===== src/rtl/afd_pkg.sv =====
// Shared types, constants and functions of the anisotropic diffusion frame unit.
package afd_pkg;

	localparam int ROM_DEPTH = 2048;
	localparam int ROM_AW    = 11;

	// Item kinds
	localparam logic [1:0] KIND_LOAD = 2'd0;
	localparam logic [1:0] KIND_RUN  = 2'd1;
	localparam logic [1:0] KIND_READ = 2'd2;

	// Register indexes on the configuration port
	localparam logic [1:0] REG_PASS_COUNT   = 2'd0;
	localparam logic [1:0] REG_FRAME_WIDTH  = 2'd1;
	localparam logic [1:0] REG_FRAME_HEIGHT = 2'd2;

	// Steps of the per-pixel sequence
	localparam logic [2:0] STEP_CENTER = 3'd0;
	localparam logic [2:0] STEP_NORTH  = 3'd1;
	localparam logic [2:0] STEP_SOUTH  = 3'd2;
	localparam logic [2:0] STEP_EAST   = 3'd3;
	localparam logic [2:0] STEP_WEST   = 3'd4;
	localparam logic [2:0] STEP_FLUX_W = 3'd5;
	localparam logic [2:0] STEP_ACC_W  = 3'd6;
	localparam logic [2:0] STEP_LAST   = 3'd7;

	typedef struct packed {
		logic [3:0] pass_count;
		logic [6:0] frame_width;
		logic [6:0] frame_height;
	} cfg_t;

	typedef enum logic [2:0] {
		ST_IDLE,
		ST_READ,
		ST_COPY,
		ST_DRAIN,
		ST_PIXEL,
		ST_DONE
	} state_t;

	typedef logic [15:0] flux_rom_t [ROM_DEPTH];

	// Build the flux table: i/16 * exp(-(i/16)^2/900) in Q8.8, exp by Q31 recurrence
	function automatic flux_rom_t build_flux_rom();
		flux_rom_t rom;
		logic [63:0] a;
		logic [63:0] b;
		a = 64'd1 << 31;
		b = 64'd2147474327;
		for (int i = 0; i < ROM_DEPTH; i++) begin
			rom[i] = 16'(((64'(i) * a) + (64'd1 << 26)) >> 27);
			a = (a * b + (64'd1 << 30)) >> 31;
			b = (b * 64'd2147465007 + (64'd1 << 30)) >> 31;
		end
		return rom;
	endfunction

	// Round Q8.8 half to even and saturate to a byte
	function automatic logic [7:0] to_byte(input logic [15:0] v);
		logic [8:0] ip;
		ip = {1'b0, v[15:8]};
		if (v[7:0] > 8'd128 || (v[7:0] == 8'd128 && ip[0])) begin
			ip = ip + 9'd1;
		end
		return ip[8] ? 8'hff : ip[7:0];
	endfunction

endpackage


===== src/rtl/afd_regs.sv =====
// APB-style configuration registers.
module afd_regs (
	input  logic                clk,
	input  logic                arst_n,
	input  logic                psel,
	input  logic                penable,
	input  logic                pwrite,
	input  logic [3:0]          paddr,
	input  logic [31:0]         pwdata,
	output logic [31:0]         prdata,
	output logic                pready,
	output afd_pkg::cfg_t       cfg
);
	import afd_pkg::*;

	cfg_t cfg_q;
	logic wr_en;

	assign pready = 1'b1;
	assign wr_en  = psel & penable & pwrite;
	assign cfg    = cfg_q;

	// Take register writes on the access cycle
	always_ff @(posedge clk or negedge arst_n) begin
		if (!arst_n) begin
			cfg_q.pass_count   <= 4'd1;
			cfg_q.frame_width  <= 7'd64;
			cfg_q.frame_height <= 7'd64;
		end else if (wr_en) begin
			case (paddr[3:2])
				REG_PASS_COUNT:   cfg_q.pass_count   <= pwdata[3:0];
				REG_FRAME_WIDTH:  cfg_q.frame_width  <= pwdata[6:0];
				REG_FRAME_HEIGHT: cfg_q.frame_height <= pwdata[6:0];
				default: ;
			endcase
		end
	end

	// Read back
	always_comb begin
		case (paddr[3:2])
			REG_PASS_COUNT:   prdata = {28'd0, cfg_q.pass_count};
			REG_FRAME_WIDTH:  prdata = {25'd0, cfg_q.frame_width};
			REG_FRAME_HEIGHT: prdata = {25'd0, cfg_q.frame_height};
			default:          prdata = 32'd0;
		endcase
	end
endmodule


===== config.mk =====
export PLATFORM = sky130hd
export DESIGN_NAME = afd_regs
export DESIGN_NICKNAME = d
export VERILOG_FILES = /design/src/rtl/afd_pkg.sv /design/src/rtl/afd_regs.sv
export SDC_FILE = /design/constraint.sdc
export NUM_CORES = 1
export LEC_CHECK = 0
export BUFFER_PORTS_ARGS = -buffer_cell sky130_fd_sc_hd__buf_2
export CAP_MARGIN = 20
export CORE_MARGIN = 2
export CORE_UTILIZATION = 40
export CTS_BUF_LIST = sky130_fd_sc_hd__clkbuf_2
export DETAILED_ROUTE_END_ITERATION = 16
export PLACE_DENSITY = 0.94
export SYNTH_ARGS = -nofsm -noshare
export SYNTH_HDL_FRONTEND = slang
export SYNTH_SLANG_ARGS = --single-unit

===== constraint.sdc =====
create_clock -name clk -period 1.6 [get_ports clk]
set_clock_uncertainty 0.2 [all_clocks]
set_input_delay 0.24 -clock clk [delete_from_list [all_inputs] [get_ports clk]]
set_output_delay 0.24 -clock clk [all_outputs]
set_load 0.05 [all_outputs]

**Word-level counts from Yosys, hierarchy flattened**

Cells that the tools add are included.

- Add/subtract/negate cells: 0
- Multiply operators: 0
- Div/mod/pow operators: 0
- Magnitude comparators: 0
- Equality and inequality tests: 2
- Shift operators: 0
- Mux-type cells: 1
- Bitwise gates (word level): 2
- Reduce and logical (&&, ||, !) cells: 4

Operator list:

| cell | number |
|---|---|
| $pmux W7 S3 | 1 |
| $reduce_and A2 Y1 | 3 |
| $and A1 B1 Y1 | 2 |
| $eq A2 B1 Y1 const B | 1 |
| $eq A2 B2 Y1 const B | 1 |
| $logic_not A2 Y1 | 1 |

- Register bits after elaboration: 18
- Latch bits: 0
- RAM bits: 0
- Bits in read-only memories: 0
- Input bits: 41
- Output and inout port bits: 51
- Word-level logic and storage cells: 12
- Memories kept: 0

**Longest topological paths before layout**

Gate-level depths: netlist (run 1).

- Word-level depth: 3
- Depth in mapped cells: 5
- Gate-level depth less buffers: 3

**Worst setup path after synthesis (run 1)**

Ideal clock, no wire load.

- Path type: register to output
- From: register cfg_q (netlist bit cfg[14])
- To: output prdata[0]
- Arrival: 1.893 ns
- Data required time: 1.160 ns
- Setup slack: -0.733 ns
- Cell stages (with the launch flop): 3
- Buffers on the path: 0
- Path through: dfstp_2 mux2i_1 o21ai_0

- Longest elaborated chain between the ends: 1

RTL lines:

| item | RTL line | RTL |
|---|---|---|
| start: declaration | afd_regs.sv:16 | `cfg_t cfg_q;` |
| $pmux W7 S3 | afd_regs.sv:41 | `case (paddr[3:2])` |
| end: declaration | afd_regs.sv:10 | `output logic [31:0] prdata,` |

No other way between the ends.

**Worst setup path after layout (run 1)**

Same ends and word-level chain as after synthesis.

==> impl_results.md, run 1 <==
* Initial Utilization at 42.6%
* CP endpoint kind: output port
* Fill count at 189
* Critical path arrival at 1280 ps
* Yosys Warn Count at 0
* I/O Pins at 92
* Fin crit period at 1720 ps
* Hold_ws at 163 ps
* Layout net count at 196
* Share of layout cells above drive strength 1 at 66.2%
* H-tree depth at 1
* Sequential-to-total area share from yosys stat at 42.6%
* Reg2Reg Setup Slack at 440 ps
* Grt total ovfl at 0
* Synth Area per Inst at 12.0 um2
* Synth unique cells at 18
* Max clock buf depth at 2
* Max Cap Violations at 0
* Max Freq at 581 MHz
* Reg2Reg Launch Point: cfg[14]
* Worst R2R Path Depth at 3
* Root buffer cell: clkbuf_2
* DR WL/cell at 12.9 um
* FP Rows at 18
* GRT Total Usage at 15.8%
* IO Port Bufs at 38
* Leakage at 0.805 nW
* Pwr/cell area at 1350 mW/mm2
* Unrepaired setup endpoints after global routing: true
* WS Path Type: reg -> out
* Crit start category: register
* Die Width at 55.6 um
* Final hold vios at 0
* DRT Wirelength at 2380 um
* Mapped cell area at 0.00107 mm2
* Max reg flops at 18
* Placed insts at 161
* Failing checks: negative setup slack
* Vias in the first global route at 823
* Core area at 0.00250 mm2
* Tot Pwr at 2.14 mW
* Pre-CTS WS at -70.7 ps
* Initial DRC Count at 8
* DR vias/cell at 4.42
* Inserted Clock Buffers at 3
* Worst R2R End: cfg[14]
* Gpl congestion at 0.703
* Worst vdd ir at 0.000904 V
* Worst-skew pair later-pin latency at 290 ps
* Slew Limit Fails at 0
* Layout area overhead at 49.1%
* Hold Crit Class: in -> async
* Worst Setup SP: cfg[14]
* Status: finished with violations
* Num Clock Sinks at 18
* Final non-filler cell total at 184
* Initial DRT Pass Iterations at 2
* Clock transition at the registers of the reported paths at 180 ps
* CP required at 1160 ps
* Detailed Place HPWL at 1720 um
* Setup ws final at -121 ps
* Period utilization at 108%
* # DRC at 0
* Remaining antenna violation count at 0
* Synth Instances at 89
* Worst setup path end: prdata[0]
* Initial antenna violation count at 0
* Yosys reg bits at 18
* Crit-path max FO at 2
* Final setup vio count at 2
* CTS tree: yes
* Via count at 814
* Inserted Diodes at 0
* Pin count of the biggest net entering global routing at 19
* First-pass GRT wire length at 3800 um
* Die Y at 55.6 um
* Die area at 0.00309 mm2
[repair_timing]
action / 4_1_cts / 5_1_grt
hold buffers: 8 / 0
setup endpoints to repair: 7 / 12
buffers inserted: 8 / 3
endpoints found under the hold margin: 36 / 0
gates cloned: 0 / 0
resized for setup: 19 / 18
[placed cells by master, fill, tap and decap left out, types with 3 or more instances in the layout]
cell,synthesis,layout
buf_2,0,26
mux2_4,7,7
dfstp_2,3,3
clkbuf_2,0,3
nand2_1,4,4
mux2_2,11,11
conb_1,2,26
dlygate4sd3_1,0,8
mux2i_4,0,3
o21ai_4,0,4
buf_6,2,7
buf_4,27,24
dfrtp_2,0,6
dfrtp_1,15,9
[synthesized netlist by cell type (all sizes together)]
library cell	count	area, um2
and2b	1	7.51
dfrtp	15	375
or3b	1	8.76
mux2	18	229
dfstp	3	78.8
conb	2	7.51
a22o	3	26.3
nand2	4	15.0
buf	29	225
nor3b	1	12.5
nor3	1	5.00
clkbuf	1	3.75
nand3	1	5.00
mux2i	4	40.0
o21ai	4	20.0
nor2b	1	6.26
[logic make-up (layout without fill, tap and decap cells)]
kind of cell | Yosys count | after routing | share of synthesized area [%]
AOI/OAI and AO/OA | 7 | 7 | 4.34
buffers and inverters | 30 | 71 | 21.5
DFF | 18 | 18 | 42.6
muxes | 22 | 22 | 25.2
other | 2 | 26 | 0.704
and+or+nand+nor | 10 | 10 | 5.63
[report_power, final]
| group | internal [mW] | switching, mW | leakage [nW] |
|---|---|---|---|
| Combinational | 0.445 | 0.831 | 0.582 |
| Clock | 0.0543 | 0.141 | 0.0140 |
| Sequential | 0.580 | 0.0932 | 0.208 |
[critical path: stages, from the launching register on]
cell and delay [ps]:
dfstp_2 580, mux2i_2 90, o21ai_4 140, buf_6 170
[layer usage]
layer / track usage [%] / wire (um) / vias up
li1: - / - / 378
met1: 17.8 / 883 / 387
met2: 29.4 / 1290 / 49
met3: 3.72 / 206 / 0
met4: 4.18 / 0 / 0
met5: 0 / 0 / -
[final cells by class]
class	count	area, um2	share of cell area, %
Multi-Input combinational cell	65	572	36.0
Clock buffer	3	15.0	0.945
Sequential cell	18	462	29.1
Tap cell	30	37.5	2.36
Timing Repair Buffer	67	499	31.4
Clock inverter	1	3.75	0.236
[through the flow]
stage / utilization [%] / setup TNS [ps] / area (um2)
final: 63.6 / -175 / 1590
after global routing: 63.6 / -504 / 1590
after CTS: 60.6 / -269 / 1510
after detailed placement: 51.5 / -322 / 1290
after global placement: 51.5 / -119 / 1290
after floorplan: - / -30.3 / 1210
[worst min-delay path by stage]
stage | startpoint | to | slack [ps] | depth (start not counted)
after detailed placement | arst_n | cfg[1] | -10 | 1
after global routing | arst_n | cfg[7] | 160 | 2
after CTS | arst_n | cfg[7] | 160 | 2
final | arst_n | cfg[16] | 160 | 2
after global placement | arst_n | cfg[7] | -20 | 1
after floorplan | arst_n | cfg[0] | -260 | 0
Power figures use the tool's default switching activity.
==> run 2, diff against run 1 <==
--- a/config.mk
+++ b/config.mk
@@ -5,13 +5,13 @@
 export SDC_FILE = /design/constraint.sdc
 export NUM_CORES = 1
 export LEC_CHECK = 0
-export BUFFER_PORTS_ARGS = -buffer_cell sky130_fd_sc_hd__buf_2
 export CAP_MARGIN = 20
 export CORE_MARGIN = 2
 export CORE_UTILIZATION = 40
 export CTS_BUF_LIST = sky130_fd_sc_hd__clkbuf_2
 export DETAILED_ROUTE_END_ITERATION = 16
-export PLACE_DENSITY = 0.94
+export DONT_BUFFER_PORTS = 1
+export PLACE_DENSITY = 0.64
 export SYNTH_ARGS = -nofsm -noshare
 export SYNTH_HDL_FRONTEND = slang
 export SYNTH_SLANG_ARGS = --single-unit
==> run 2 against run 1 <==
  * Largest power group unchanged
  * Via count down 15%
  * Clock power about the same
  * The flow still finishes with violations (negative setup slack)
  * Global-route usage down 2.0 points
==> impl_results.md, run 2 (same netlist as run 1, synthesis figures left out) <==
* I/O Pins at 92 (unchanged)
* Pwr/cell area at 1430 mW/mm2 (was 1350 mW/mm2)
* Initial Utilization at 42.6% (unchanged)
* Detailed Place HPWL at 1610 um (was 1720 um)
* Sw Share at 49.6% (about the same)
* Failing checks: negative setup slack (unchanged)
* WS Path Type: reg -> out (unchanged)
* P_int at 1.04 mW (was 1.08 mW)
* Hold path cells at 3
* Pre-CTS WS at -2.65 ps (was -70.7 ps)
* DRT Wirelength at 2150 um (was 2380 um)
* Status: finished with violations (unchanged)
* Clk network pwr share at 9.5% (was 9.1%)
* Remaining antenna violation count at 0 (unchanged)
* Fill count at 227 (was 189)
* Hold Path Origin: paddr[3]
* Worst-skew pair later-pin latency at 300 ps (was 290 ps)
* Fin crit period at 1710 ps (was 1720 ps)
* Slew headroom at 44.9%
* Layout area overhead at 34.6% (was 49.1%)
* DR WL/cell at 13.9 um (was 12.9 um)
* First-pass GRT wire length at 3240 um (was 3800 um)
* Critical path arrival at 1270 ps (was 1280 ps)
* H-tree depth at 1 (unchanged)
* Most frequent cells in the layout: 26 x conb_1, 26 x buf_4, 11 x mux2_2, 9 x dfrtp_1, 8 x dlygate4sd3_1 (was 26 x conb_1, 26 x buf_2, 24 x buf_4, 11 x mux2_2, 9 x dfrtp_1)
* Layout net count at 167 (was 196)
* DR vias/cell at 4.47 (was 4.42)
* Initial DRC Count at 10 (was 8)
* GRT Total Usage at 13.7% (was 15.8%)
* Crit start category: register (unchanged)
* Reg2Reg Launch Point: cfg[9] (was cfg[14])
* Gpl congestion at 0.700 (was 0.703)
* Vias in the first global route at 677 (was 823)
* CP required at 1160 ps (about the same)
* Worst R2R Path Depth at 3 (unchanged)
* Initial antenna violation count at 0 (unchanged)
* Period utilization at 107% (was 108%)
* Inserted Diodes at 0 (unchanged)
* Pin count of the biggest net entering global routing at 19 (unchanged)
* Grt total ovfl at 0 (unchanged)
* Tot Pwr at 2.06 mW (was 2.14 mW)
* CTS tree: yes (unchanged)
* Least-Margin Pin Slew at 824 ps
* Reg2Reg Setup Slack at 280 ps (was 440 ps)
* Core area at 0.00250 mm2 (unchanged)
* Setup ws final at -110 ps (was -121 ps)
* Num Clock Sinks at 18 (unchanged)
* Max reg flops at 18 (unchanged)
* CP endpoint kind: output port (unchanged)
* Die area at 0.00309 mm2 (unchanged)
* Final setup vio count at 3 (was 2)
* Hold Crit Class: in -> reg (was in -> async)
* Crit-path max FO at 2 (unchanged)
* Final hold vios at 0 (unchanged)
* IO Port Bufs at 0 (was 38)
* Die Y at 55.6 um (unchanged)
* Gate power share at 58.6% (was 59.5%)
* Die Width at 55.6 um (unchanged)
* Share of layout cells above drive strength 1 at 57.6% (was 66.2%)
* Max Freq at 585 MHz (was 581 MHz)
* Hold endpoint: cfg[9]
* Inserted Clock Buffers at 3 (unchanged)
* Worst vdd ir at 0.000899 V (was 0.000904 V)
* Leakage at 0.685 nW (was 0.805 nW)
* Unrepaired setup endpoints after global routing: true (unchanged)
* Initial DRT Pass Iterations at 4 (was 2)
* Worst R2R End: cfg[9] (was cfg[14])
* # DRC at 0 (unchanged)
* Max clock buf depth at 2 (unchanged)
* FP Rows at 18 (unchanged)
* Clock transition at the registers of the reported paths at 150 ps (was 180 ps)
* Reported net switching power at 1.02 mW (was 1.06 mW)
* Max Cap Violations at 0 (unchanged)
* Via count at 693 (was 814)
* Hold_ws at 108 ps (was 163 ps)
* Root buffer cell: clkbuf_2 (unchanged)
* Slew Limit Fails at 0 (unchanged)
* Seq pwr share at 31.9% (was 31.4%)
[run 2: critical path, stage by stage, from the launching register on]
cell     delay [ps]
dfstp_2         580
mux2i_4          70
o21ai_4         150
buf_12          150
[run 2: cell type report]
cell class                      instances  area, um2  area share [%]
Clock buffer                            3       15.0            1.05
Clock inverter                          1       3.75           0.262
Tap cell                               30       37.5            2.62
Sequential cell                        18        462            32.2
Multi-Input combinational cell         65        562            39.1
Timing Repair Buffer                   38        355            24.8
[run 2: per-stage QoR]
step / instance area (um2) / utilization (%) / instances / setup TNS [ps]
3_3_place_gp: 1290 / 51.6 / 142 / 0
2_1_floorplan: 1210 / - / 113 / -30.3
3_5_place_dp: 1290 / 51.6 / 142 / -2.65
4_1_cts: 1410 / 56.4 / 154 / -263
6_report: 1440 / 57.4 / 155 / -158
5_1_grt: 1440 / 57.4 / 155 / -354
[run 2: worst max-delay path by stage]
stage,end,startpoint
after floorplan,prdata[0],cfg[14]
after global placement,cfg[4],pwrite
after detailed placement,cfg[3],pwrite
after CTS,prdata[0],cfg[14]
after global routing,prdata[0],cfg[14]
final,prdata[0],cfg[14]
[run 2: timing repair]
item / in CTS / in global routing
hold buffers: 8 / 0
buffers inserted: 0 / 1
endpoints found under the setup margin: 5 / 4
endpoints found under the hold margin: 36 / 0
resized for setup: 5 / 2
pin swaps: 0 / 1
[run 2: power by group through the flow]
stage,logic [mW],registers [mW],clock network [mW]
CTS,1.19,0.652,0.206
finish,1.21,0.657,0.196
global route,1.24,0.674,0.220
floorplan,0.509,1.04,0
global placement,1.14,0.642,0
detailed placement,1.15,0.648,0
[run 2: per-layer routing]
| layer | vias up | GRT usage [%] | wire [um] |
|---|---|---|---|
| met5 | - | 0 | 0 |
| met4 | 0 | 6.27 | 31 |
| met3 | 3 | 3.72 | 236 |
| met2 | 42 | 23.5 | 1140 |
| met1 | 327 | 16.0 | 741 |
| li1 | 321 | - | - |
